### src/hw/rtl/qce_pkg.sv
// Shared types and constants of the quad code executor.
// Used by every module of the block; depends on nothing.
`default_nettype none

package qce_pkg;

  localparam int unsigned WORD_W    = 32;
  localparam int unsigned LINE_W    = 9;
  localparam int unsigned OPND_W    = 8;
  localparam int unsigned DIV_STEPS = 32;
  localparam int unsigned DIV_CNT_W = 6;

  localparam int unsigned REG_PROGRAM_LENGTH = 0;

  typedef enum logic [1:0] {
    KIND_LOAD    = 2'd0,
    KIND_EXEC    = 2'd1,
    KIND_RESTART = 2'd2,
    KIND_NOP     = 2'd3
  } qce_kind_e;

  typedef enum logic [3:0] {
    OP_ADD     = 4'd0,
    OP_SUB     = 4'd1,
    OP_MUL     = 4'd2,
    OP_DIV     = 4'd3,
    OP_ASSIGN  = 4'd4,
    OP_INPUT   = 4'd5,
    OP_PRINT   = 4'd6,
    OP_LESS    = 4'd7,
    OP_GREATER = 4'd8,
    OP_GOTO    = 4'd9,
    OP_GOTOZ   = 4'd10,
    OP_EXIT    = 4'd11
  } qce_op_e;

  typedef enum logic [2:0] {
    ST_RUN     = 3'd0,
    ST_EXIT    = 3'd1,
    ST_DIV0    = 3'd2,
    ST_BADOP   = 3'd3,
    ST_END     = 3'd4,
    ST_HALTED  = 3'd5
  } qce_status_e;

  typedef struct packed {
    logic [WORD_W-1:0] value;
    logic              x_zero;
    logic              y_zero;
  } qce_alu_res_t;

  typedef struct packed {
    logic              start;
    logic [WORD_W-1:0] dividend;
    logic [WORD_W-1:0] divisor;
  } qce_div_req_t;

  typedef struct packed {
    logic              done;
    logic [WORD_W-1:0] quotient;
  } qce_div_rsp_t;

endpackage

`default_nettype wire

### src/hw/rtl/qce_div.sv
// Iterative signed divider of the quad code executor, one quotient bit per cycle.
// Truncates toward zero; depends on qce_pkg for widths and the request structs.
`default_nettype none

module qce_div (
  input  wire logic                  clk_i,
  input  wire logic                  rst_ni,
  input  wire qce_pkg::qce_div_req_t req_i,
  output qce_pkg::qce_div_rsp_t      rsp_o
);

  logic                                busy_q, busy_d;
  logic                                done_q, done_d;
  logic [qce_pkg::DIV_CNT_W-1:0]       cnt_q, cnt_d;
  logic                                neg_q, neg_d;
  logic [qce_pkg::WORD_W-1:0]          rem_q, rem_d;
  logic [qce_pkg::WORD_W-1:0]          quo_q, quo_d;
  logic [qce_pkg::WORD_W-1:0]          dvs_q, dvs_d;
  logic [qce_pkg::WORD_W:0]            shifted;
  logic [qce_pkg::WORD_W:0]            trial;
  logic                                fits;

  always_comb begin
    shifted = {rem_q, quo_q[qce_pkg::WORD_W-1]};
    trial   = shifted - {1'b0, dvs_q};
    fits    = (shifted >= {1'b0, dvs_q});
    busy_d  = busy_q;
    done_d  = 1'b0;
    cnt_d   = cnt_q;
    neg_d   = neg_q;
    rem_d   = rem_q;
    quo_d   = quo_q;
    dvs_d   = dvs_q;
    if (req_i.start) begin
      busy_d = 1'b1;
      cnt_d  = qce_pkg::DIV_CNT_W'(qce_pkg::DIV_STEPS);
      neg_d  = req_i.dividend[qce_pkg::WORD_W-1] ^ req_i.divisor[qce_pkg::WORD_W-1];
      rem_d  = '0;
      quo_d  = req_i.dividend[qce_pkg::WORD_W-1] ? -req_i.dividend : req_i.dividend;
      dvs_d  = req_i.divisor[qce_pkg::WORD_W-1] ? -req_i.divisor : req_i.divisor;
    end else if (busy_q) begin
      rem_d = fits ? trial[qce_pkg::WORD_W-1:0] : shifted[qce_pkg::WORD_W-1:0];
      quo_d = {quo_q[qce_pkg::WORD_W-2:0], fits};
      cnt_d = cnt_q - 1'b1;
      if (cnt_q == qce_pkg::DIV_CNT_W'(1)) begin
        busy_d = 1'b0;
        done_d = 1'b1;
      end
    end
  end

  always_ff @(posedge clk_i or negedge rst_ni) begin
    if (!rst_ni) begin
      busy_q <= 1'b0;
      done_q <= 1'b0;
      cnt_q  <= '0;
    end else begin
      busy_q <= busy_d;
      done_q <= done_d;
      cnt_q  <= cnt_d;
    end
  end

  always_ff @(posedge clk_i) begin
    neg_q <= neg_d;
    rem_q <= rem_d;
    quo_q <= quo_d;
    dvs_q <= dvs_d;
  end

  assign rsp_o.done     = done_q;
  assign rsp_o.quotient = neg_q ? -quo_q : quo_q;

endmodule

`default_nettype wire

### config.mk
export PLATFORM = sky130hd
export DESIGN_NAME = qce_div
export DESIGN_NICKNAME = d
export VERILOG_FILES = /design/src/hw/rtl/qce_pkg.sv /design/src/hw/rtl/qce_div.sv
export SDC_FILE = /design/constraint.sdc
export NUM_CORES = 1
export LEC_CHECK = 0
export BUFFER_PORTS_ARGS = -buffer_cell sky130_fd_sc_hd__buf_2
export CORE_MARGIN = 2
export CORE_UTILIZATION = 59
export DETAILED_ROUTE_END_ITERATION = 6
export PLACE_DENSITY = 0.85
export SLEW_MARGIN = 20
export SYNTH_ARGS = -nofsm -noshare
export SYNTH_HDL_FRONTEND = slang
export SYNTH_SLANG_ARGS = --single-unit
### constraint.sdc
create_clock -name clk_i -period 3.9 [get_ports clk_i]
set_clock_uncertainty 0.15 [all_clocks]
set_input_delay 0.39 -clock clk_i [delete_from_list [all_inputs] [get_ports clk_i]]
set_output_delay 0.39 -clock clk_i [all_outputs]
set_load 0.03 [all_outputs]
==> summary.txt <==
Run status
  – Status: complete, no violations

Logic synthesis
  – Synth Area in Compound Gates: 20.7%
  – Share of the synthesized area in the top cell type: 24.8%
  – Post-synthesis xor/xnor area fraction: 13.3%
  – Syn_nets: 988
  – Post-Syn Area per Cell: 8.92 sq um
  – Sequential-to-total area share from yosys stat: 35.4%
  – Dominant cell type by area after synthesis: edfxtp_1
  – Post-Synth Simple-Gate Area: 17.2%
  – Post-synth top flop: edfxtp_1
  – Yosys warning count: 0
  – Asr flop ratio synth: 7.62%
  – Ranking of synthesized cells by area: edfxtp_1, xnor2_1, dfxtp_1, ha_1, xor2_1
  – Post-synth EDFFs: 65
  – Synth Area in Adders: 6.13%
  – Yosys cell types: 67
  – Largest family of logic cells by synthesized area: compound AO/OA/AOI/OAI gates
  – Post-synthesis cell count: 883
  – Register bit count reported by yosys: 105
  – Cell Area, Synth: 7880 sq um
  – Mux cell area share after synthesis: 2.70%

Finish
  – Area delta synth->final: 11.9%
  – N_diodes: 0
  – Layout cells sized above 1: 14.7%
  – Fillers: 1089
  – Nets: 1070

Clocking
  – Worst skew pair latency: 360 ps
  – TritonCTS clock tree: built
  – Root Buffer: clkbuf_16
  – Number of H-tree levels: 3
  – CTS Buffer Depth: 2
  – Clk sinks: 105
  – Total CTS buffers: 9
  – Clock-pin slew on the worst setup and hold paths: 70 ps

Detailed routing
  – WL per Instance: 15.5 microns
  – First-pass iteration count of the detailed router: 5
  – Antenna viol nets, final: 0
  – DR vias/cell: 5.98
  – DRT iter0 DRCs: 592
  – Post-route DRC: 0
  – DR vias: 6852
  – Final WL: 17.8 mm

Worst setup path
  – CP max FO: 6
  – Critical path endpoint category: output port
  – CP Data Arrival Time: 3240 ps
  – CP required: 3360 ps
  – CP Launch Type: flip-flop
  – Reg2Reg Depth: 11
  – Crit Path Category: reg2out

Pwr
  – Pint: 2.90 mW
  – Logic pwr share: 49.7%
  – Total power: 4.94 mW
  – Reg power frac: 33.9%
  – PwrDens: 560 nW/um^2
  – Sw Share: 41.2%
  – Leakage power: 3.58 nW
  – Switch Pwr: 2.04 mW
  – Clk pwr share: 16.4%
  – Worst vdd ir: 353 uV

Run
  – Max Cap Viol: 0

Placed design
  – Placer Congestion: 0.855
  – PortBufs: 99
  – Hpwl dp: 13.1 mm

Timing
  – Peak Freq: 0.264 GHz
  – Tmin final: 3780 ps
  – Setup violations, final: 0
  – Fin crit share: 97.0%
  – Transition time of the tightest slew-check pin: 1100 ps
  – Final Hold Vio Count: 0
  – Relative slew slack: 26.3%
  – Setup TNS: 0 ps
  – Max Slew Vio Count: 0

Die
  – Initial Util: 60.0%
  – Die ar.: 14300 sq um
  – Die Width: 120 microns
  – Total core area: 13100 sq um
  – Row Count: 42
  – I/O Pins: 100
  – Die Y-Extent: 120 microns

GRT
  – Initial antenna violation count: 0
  – Global-route wire length before repair: 29.3 mm
  – Grt total ovfl: 0
  – Global-route usage over all layers: 25.2%
  – Largest net degree at the start of global routing: 70
  – Vias in the first global route: 6297

Min path
  – Worst Hold Class: in2reg
  – WHS Path Cells: 1
==> routing by layer <==
metal	vias up	part of all wire [%]	GRT usage (%)	routed length, microns
li1	3403	-	-	-
met1	3198	45	33.4	7930
met2	207	48	40.8	8500
met3	44	4.8	5.13	859
met4	0	2.7	9.49	484
met5	-	0	0	0
==> placed cells by master (no fill, tap or decap), types with 11 or more instances in the layout <==
| cell | count |
|---|---|
| xnor2_1 | 78 |
| nor2b_1 | 11 |
| nor2_1 | 77 |
| mux2i_1 | 19 |
| o31ai_1 | 32 |
| nor3_1 | 12 |
| a211oi_1 | 22 |
| dfxtp_1 | 32 |
| edfxtp_1 | 65 |
| inv_1 | 51 |
| nand3_1 | 18 |
| a21o_1 | 15 |
| xor2_1 | 42 |
| buf_4 | 13 |
| buf_2 | 97 |
| a21oi_1 | 63 |
| or3_1 | 16 |
| nand2_1 | 64 |
| ha_1 | 37 |
| o21ai_0 | 41 |
==> per-stage QoR <==
stage	hold slack, ps	util [%]	cell area (sq um)	instances	setup slack, ps
final	105	67.1	8820	1146	117
after CTS	91.9	66.7	8770	1142	12.0
after floorplan	-55.6	-	7880	883	524
after global routing	98.4	67.1	8820	1146	-17.2
after global placement	88.1	64.7	8500	1125	455
after detailed placement	89.2	64.7	8500	1125	396
==> critical path: stages, from the launching register on <==
cell and delay [ps]:
edfxtp_1 450, or4_1 580, or3_1 380, or2_1 260, or3_4 380, nor2_1 100
nand2_1 110, o41ai_2 260, xnor2_1 150, buf_2 210
==> cells by family after synthesis <==
kind of cell               after synthesis
adders and majority gates               38
AOI/OAI and AO/OA                      242
xor gates and xnor gates               120
buffers and inverters                   91
muxes                                   21
and+or+nand+nor                        266
DFF                                    105
==> state kept, by name (all words and copies together), names as in the netlist <==
| name | cells |
|---|---|
| dvs_q | 32 |
| busy_q | 1 |
| quo_q | 32 |
| neg_q | 1 |
| cnt_q | 6 |
| rem_q | 32 |
| done_q | 1 |
==> cell type report <==
| type | instances | area, sq um | share of cell area (%) |
|---|---|---|---|
| repair buffers | 111 | 593 | 6.72 |
| flip-flops and latches | 105 | 2790 | 31.7 |
| multi-input cells | 687 | 4770 | 54.1 |
| clock buffers | 14 | 244 | 2.77 |
| inverters | 51 | 191 | 2.17 |
| clock inverters | 2 | 8.76 | 0.0993 |
| well taps | 176 | 220 | 2.50 |
==> Yosys cell counts, types with 22 or more instances <==
master,instances
a21oi_1,63
clkbuf_1,26
inv_1,51
xor2_1,42
nor2_1,77
a211oi_1,22
dfxtp_1,32
edfxtp_1,65
o21ai_0,42
o31ai_1,34
xnor2_1,78
nand2_1,64
ha_1,37
==> worst paths after layout <==
| path | slack (ps) | startpoint | endpoint |
|---|---|---|---|
| min in group asynchronous | 250 | rst_ni | cnt_q[3]$_DFFE_PN0P_ |
| min | 110 | req_i[0] | dvs_q[0]$_DFFE_PP_ |
| max reg2reg | 460 | dvs_q[9]$_DFFE_PP_ | rem_q[13]$_SDFFE_PP0P_ |
| max | 120 | quo_q[9]$_DFFE_PP_ | rsp_o[29] |
| min reg2reg | 350 | rem_q[21]$_SDFFE_PP0P_ | rem_q[21]$_SDFFE_PP0P_ |
| max in group asynchronous | 3180 | rst_ni | busy_q$_DFF_PN0_ |
==> power by group through the flow <==
stage | Clock (mW) | Sequential, mW | Combinational, mW
floorplan | 0 | 1.62 | 1.91
global placement | 0 | 1.68 | 2.34
detailed placement | 0 | 1.69 | 2.40
CTS | 0.826 | 1.67 | 2.42
global route | 0.867 | 1.71 | 2.71
finish | 0.811 | 1.68 | 2.45
==> what timing repair did <==
item                                   4_1_cts  5_1_grt
hold buffers                                 1        0
setup buffers                                0        4
setup endpoints to repair                    0        6
endpoints found under the hold margin        8        0
gates resized for setup                      0        8
Note: power is estimated with default switching activity, not from simulation.
