<file path="src/hw/rtl/qce_pkg.sv">
// Shared types and constants of the quad code executor.
// Used by every module of the block; depends on nothing.
`default_nettype none

package qce_pkg;

  localparam int unsigned WORD_W    = 32;
  localparam int unsigned LINE_W    = 9;
  localparam int unsigned OPND_W    = 8;
  localparam int unsigned DIV_STEPS = 32;
  localparam int unsigned DIV_CNT_W = 6;

  localparam int unsigned REG_PROGRAM_LENGTH = 0;

  typedef enum logic [1:0] {
    KIND_LOAD    = 2'd0,
    KIND_EXEC    = 2'd1,
    KIND_RESTART = 2'd2,
    KIND_NOP     = 2'd3
  } qce_kind_e;

  typedef enum logic [3:0] {
    OP_ADD     = 4'd0,
    OP_SUB     = 4'd1,
    OP_MUL     = 4'd2,
    OP_DIV     = 4'd3,
    OP_ASSIGN  = 4'd4,
    OP_INPUT   = 4'd5,
    OP_PRINT   = 4'd6,
    OP_LESS    = 4'd7,
    OP_GREATER = 4'd8,
    OP_GOTO    = 4'd9,
    OP_GOTOZ   = 4'd10,
    OP_EXIT    = 4'd11
  } qce_op_e;

  typedef enum logic [2:0] {
    ST_RUN     = 3'd0,
    ST_EXIT    = 3'd1,
    ST_DIV0    = 3'd2,
    ST_BADOP   = 3'd3,
    ST_END     = 3'd4,
    ST_HALTED  = 3'd5
  } qce_status_e;

  typedef struct packed {
    logic [WORD_W-1:0] value;
    logic              x_zero;
    logic              y_zero;
  } qce_alu_res_t;

  typedef struct packed {
    logic              start;
    logic [WORD_W-1:0] dividend;
    logic [WORD_W-1:0] divisor;
  } qce_div_req_t;

  typedef struct packed {
    logic              done;
    logic [WORD_W-1:0] quotient;
  } qce_div_rsp_t;

endpackage

`default_nettype wire

</file>
<file path="src/hw/rtl/qce_alu.sv">
// Combinational arithmetic and compare unit of the quad code executor.
// Depends on qce_pkg for opcodes and the result struct.
`default_nettype none

module qce_alu (
  input  wire qce_pkg::qce_op_e              op_i,
  input  wire logic [qce_pkg::WORD_W-1:0]    x_i,
  input  wire logic [qce_pkg::WORD_W-1:0]    y_i,
  output qce_pkg::qce_alu_res_t              res_o
);

  always_comb begin
    res_o.x_zero = (x_i == '0);
    res_o.y_zero = (y_i == '0);
    case (op_i)
      qce_pkg::OP_ADD: begin
        res_o.value = x_i + y_i;
      end
      qce_pkg::OP_SUB: begin
        res_o.value = x_i - y_i;
      end
      qce_pkg::OP_MUL: begin
        res_o.value = x_i * y_i;
      end
      qce_pkg::OP_LESS: begin
        res_o.value = ($signed(x_i) < $signed(y_i)) ? 32'd1 : 32'd0;
      end
      qce_pkg::OP_GREATER: begin
        res_o.value = ($signed(x_i) > $signed(y_i)) ? 32'd1 : 32'd0;
      end
      default: begin
        res_o.value = x_i;
      end
    endcase
  end

endmodule

`default_nettype wire

</file>
<file path="config.mk">
export PLATFORM = sky130hd
export DESIGN_NAME = qce_alu
export DESIGN_NICKNAME = d
export VERILOG_FILES = /design/src/hw/rtl/qce_pkg.sv /design/src/hw/rtl/qce_alu.sv
export SDC_FILE = /design/constraint.sdc
export NUM_CORES = 1
export LEC_CHECK = 0
export CORE_MARGIN = 2
export CORE_UTILIZATION = 25
export DETAILED_ROUTE_END_ITERATION = 7
export DONT_BUFFER_PORTS = 1
export PLACE_DENSITY = 0.46
export SYNTH_ARGS = -nofsm -noshare
export SYNTH_HDL_FRONTEND = slang
export SYNTH_SLANG_ARGS = --single-unit
</file>
<file path="constraint.sdc">
create_clock -name vclk -period 23.6
set_input_delay 3.54 -clock vclk [all_inputs]
set_output_delay 3.54 -clock vclk [all_outputs]
set_load 0.02 [all_outputs]
</file>
==> flow_metrics.tcl, run 1 <==
set metrics [dict create \
    status "completed" \
    max-cap-violations 0 \
    grt_pass1_wl_um 116000 \
    clockBufferCount 0 \
    routabilityCongestion 0.874 \
    io_pins 102 \
    dr.pass1.iters 5 \
    fin_nets 2901 \
    antenna_left 0 \
    slew_headroom_pct 26.8 \
    grt_max_degree 51 \
    yosysWarnings 0 \
    via_per_inst 4.96 \
    yosysUniqueCellTypes 76 \
    post-cts-setup-buffer-count 0 \
    min_from "x_i[1]" \
    cp.arrival_ns 10.64 \
    tightest_slew_ns 1.10 \
    diodes 0 \
    rsz0062_at_grt "no" \
    vias 16236 \
    drv_slew 0 \
    crit_fanout 31 \
    die_h_um 285 \
    coreArea_um2 77700 \
    min_to "res_o[3]" \
    drive_gt1_share_pct 1.07 \
    hp-class "input pin to output pin" \
    grt_pass1_vias 17585 \
    die_x_um 285 \
    drcViolationCount 0 \
    max_freq_mhz 70.5 \
    wl_um 76300 \
    cp.required_ns 20.06 \
    syn_area_um2 19700 \
    seq_area_frac_synth_pct 0 \
    syn_area_per_cell_um2 8.34 \
    synthToLayoutAreaGrowth_pct 4.24 \
    endpoint_kind "output pin" \
    dp_slack_ns 9.49 \
    rows 102 \
    ctsHoldBuffers 0 \
    hold_viol 0 \
    antenna_found_initial 1 \
    worstSetupPathType "input pin to output pin" \
    seq_cells 0 \
    seqCellArea_um2 0 \
    setup_ws_ns 9.42 \
    cts_resized 0 \
    grt_usage_pct 18.9 \
    setup_viol 0 \
    post-route-period-util_pct 60.1 \
    port_buffers 0 \
    tns_ns 0 \
    detail_route.wl_per_cell_um 23.3 \
    synth_nets 3026 \
    drtIter0Drc 1247 \
    dp_hpwl_um 57200 \
    cp-start-kind "input pin" \
    overflow 0 \
    hold_depth 2 \
    fillerInstances 8498 \
    synthCells 2362 \
    timing.final.crit_period_ns 14.18 \
    dieArea_um2 81000 \
    multiInputGateArea_um2 17500 \
    start_util_pct 25.3 \
]
[cell families (layout without fill, tap and decap cells)]
kind of cell / count (synthesis) / after routing / synth area share [%]
compound gates: 321 / 321 / 10.9
xor+xnor: 113 / 113 / 5.03
fa+ha+maj: 597 / 597 / 53.6
buf+inv: 577 / 450 / 11.1
mux: 5 / 5 / 0.261
simple gates: 749 / 749 / 19.2
[final cells by class]
cell class,count,area share [%]
tap,1040,6.34
timing repair buffer,8,0.280
inverter,442,8.08
multi-input combinational,1785,85.3
[layout by cell type (no fill, tap or decap), types with 14 or more instances in the layout]
cell type / count
inv_1: 440
a21oi_1: 81
and2_1: 280
nand2_1: 262
nor3_1: 18
a31oi_1: 15
o21ai_0: 59
nand3_1: 14
ha_1: 186
a21o_1: 24
xnor2_1: 91
fa_1: 410
a22oi_1: 18
xor2_1: 22
nor2_1: 94
nor4_1: 19
[synthesized netlist by cell type, drive strengths merged (4+ instances only)]
cell / instances / share of area (%)
a2111oi: 6 / 0.27
o31ai: 8 / 0.31
o221ai: 6 / 0.27
a31oi: 15 / 0.48
a21o: 24 / 0.92
fa: 410 / 42
inv: 440 / 8.4
o311ai: 4 / 0.22
nor2b: 8 / 0.25
or3: 9 / 0.29
nor4: 19 / 0.60
clkbuf: 118 / 2.2
nor3: 18 / 0.46
xor2: 22 / 0.98
xnor2: 91 / 4.0
o21a: 13 / 0.50
nand4: 13 / 0.41
and2: 280 / 8.9
buf: 17 / 0.41
nor2: 95 / 1.8
nand2b: 13 / 0.41
a221oi: 4 / 0.21
o21bai: 7 / 0.27
a22oi: 19 / 0.75
o211ai: 13 / 0.52
o21ai: 66 / 1.7
ha: 186 / 12
nand2: 262 / 5.0
a21oi: 84 / 2.2
nand3: 14 / 0.36
a21boi: 4 / 0.15
mux2i: 4 / 0.20
a211oi: 14 / 0.56
and3: 6 / 0.19
[worst max-delay path, stage by stage]
cell and delay [ns]:
and2_1 0.15, fa_1 0.53, inv_1 0.05, fa_1 0.49, fa_1 0.45, fa_1 0.55
inv_1 0.06, fa_1 0.48, fa_1 0.56, fa_1 0.43, fa_1 0.47, ha_1 0.41
a21o_1 0.21, a21o_1 0.17, a21oi_1 0.30, o211ai_1 0.13, a21o_1 0.19, a221o_1 0.30
a31oi_1 0.28, xnor2_1 0.16, nand2_1 0.08, a31oi_1 0.64
[per-layer routing]
metal | GRT usage [%] | vias up | part of all wire, %
met2 | 32.4 | 633 | 48
met3 | 3.19 | 114 | 7.5
li1 | - | 7060 | -
met4 | 4.11 | 0 | 2.8
met1 | 24.9 | 8429 | 42
met5 | 0 | - | 0
[metrics by stage]
stage               util [%]  hold slack, ns  area (um2)  cells
floorplan                  -            7.25       19700   2362
finish                  26.4            7.28       20500   3275
CTS                     26.4            7.28       20500   3275
global route            26.4            7.27       20500   3275
detailed placement      26.4            7.28       20500   3275
global placement        26.4            7.27       20500   3275
[worst max path at each step]
stage / end / slack [ns] / start / depth (start not counted)
global placement: res_o[33] / 9.52 / x_i[9] / 24
global route: res_o[33] / 9.09 / x_i[9] / 24
detailed placement: res_o[33] / 9.49 / x_i[9] / 24
finish: res_o[33] / 9.42 / y_i[2] / 22
CTS: res_o[33] / 9.47 / x_i[9] / 24
floorplan: res_o[33] / 9.85 / x_i[14] / 24
Power of run 1 is not shown: default switching activity piles up to over one toggle a cycle in this logic, so the estimate is an artifact.
==> run 2, diff against run 1 <==
clock period = 14.7 ns   (was 23.6 ns; I/O delays follow)
==> flow_metrics.tcl, run 2 (synthesis gave the netlist of run 1 again) <==
set metrics [dict create \
    final_common_cell "inv_1" \
    vias 16303 \
    die_x_um 285 \
    antenna_left 0 \
    fin_nets 2901 \
    overflow 0 \
    hp-class "input pin to output pin" \
    hold_depth 2 \
    max-cap-violations 0 \
    cts_resized 0 \
    drive_gt1_share_pct 1.07 \
    ctsHoldBuffers 0 \
    routabilityCongestion 0.874 \
    grt_pass1_wl_um 116000 \
    status "completed" \
    max_freq_mhz 86.9 \
    place_area_um2 20500 \
    start_util_pct 25.3 \
    grt_pass1_vias 17672 \
    drcViolationCount 0 \
    rows 102 \
    design_area_um2 20500 \
    hold_viol 0 \
    post-route-period-util_pct 78.3 \
    fillerInstances 8496 \
    grt_usage_pct 19.0 \
    drtIter0Drc 1426 \
    clockBufferCount 0 \
    worstSetupPathType "input pin to output pin" \
    cp.required_ns 12.49 \
    wl_um 76500 \
    timing.final.crit_period_ns 11.51 \
    dr.pass1.iters 5 \
    crit_fanout 31 \
    tns_ns 0 \
    final_cell_mix "440 x inv_1, 410 x fa_1, 280 x and2_1, 262 x nand2_1, 186 x ha_1" \
    grt_max_degree 51 \
    io_pins 102 \
    seqCellArea_um2 0 \
    tightest_slew_ns 1.08 \
    die_h_um 285 \
    post-cts-setup-buffer-count 0 \
    dieArea_um2 81000 \
    antenna_found_initial 3 \
    rsz0062_at_grt "no" \
    slew_headroom_pct 28.1 \
    synthToLayoutAreaGrowth_pct 4.28 \
    detail_route.wl_per_cell_um 23.3 \
    dp_hpwl_um 57200 \
    endpoint_kind "output pin" \
    multiInputGateArea_um2 17500 \
    holdWs_ns 4.61 \
    coreArea_um2 77700 \
    cp-start-kind "input pin" \
    drv_slew 0 \
    seq_cells 0 \
    cp.arrival_ns 9.30 \
    port_buffers 0 \
    via_per_inst 4.97 \
    setup_viol 0 \
]
run 2: final cells by class:
cell class         count  area share, %
inverters            442           8.08
repair buffers         8          0.280
well taps           1040           6.34
diodes                 3         0.0366
multi-input cells   1785           85.3
run 2: final timing paths:
kind,start,to,slack [ns]
hold / removal,x_i[1],res_o[3],4.61
setup / recovery,y_i[2],res_o[33],3.19
run 2: through the flow:
stage | std cells | utilization [%] | worst slack, ns
floorplan | 2362 | - | 3.62
global placement | 3275 | 26.4 | 3.29
detailed placement | 3275 | 26.4 | 3.26
CTS | 3275 | 26.4 | 3.24
global route | 3275 | 26.4 | 2.86
finish | 3278 | 26.4 | 3.19
run 2: worst max-delay path, cell delays in order:
cell	delay, ns
and2_1	0.15
fa_1	0.53
inv_1	0.05
fa_1	0.49
fa_1	0.45
fa_1	0.56
inv_1	0.05
fa_1	0.48
fa_1	0.56
fa_1	0.43
fa_1	0.46
ha_1	0.41
a21o_1	0.21
a21o_1	0.17
a21oi_1	0.30
o211ai_1	0.13
a21o_1	0.19
a221o_1	0.30
a31oi_1	0.27
xnor2_1	0.16
nand2_1	0.08
a31oi_1	0.64
run 2: metal layers:
layer	up-vias	track usage, %	routed length [um]
met5	-	0	0
met4	0	4.75	2330
met3	127	2.65	5720
met2	671	32.2	36300
met1	8451	25.2	32200
li1	7054	-	-
Power of run 2 is left out for the same reason.
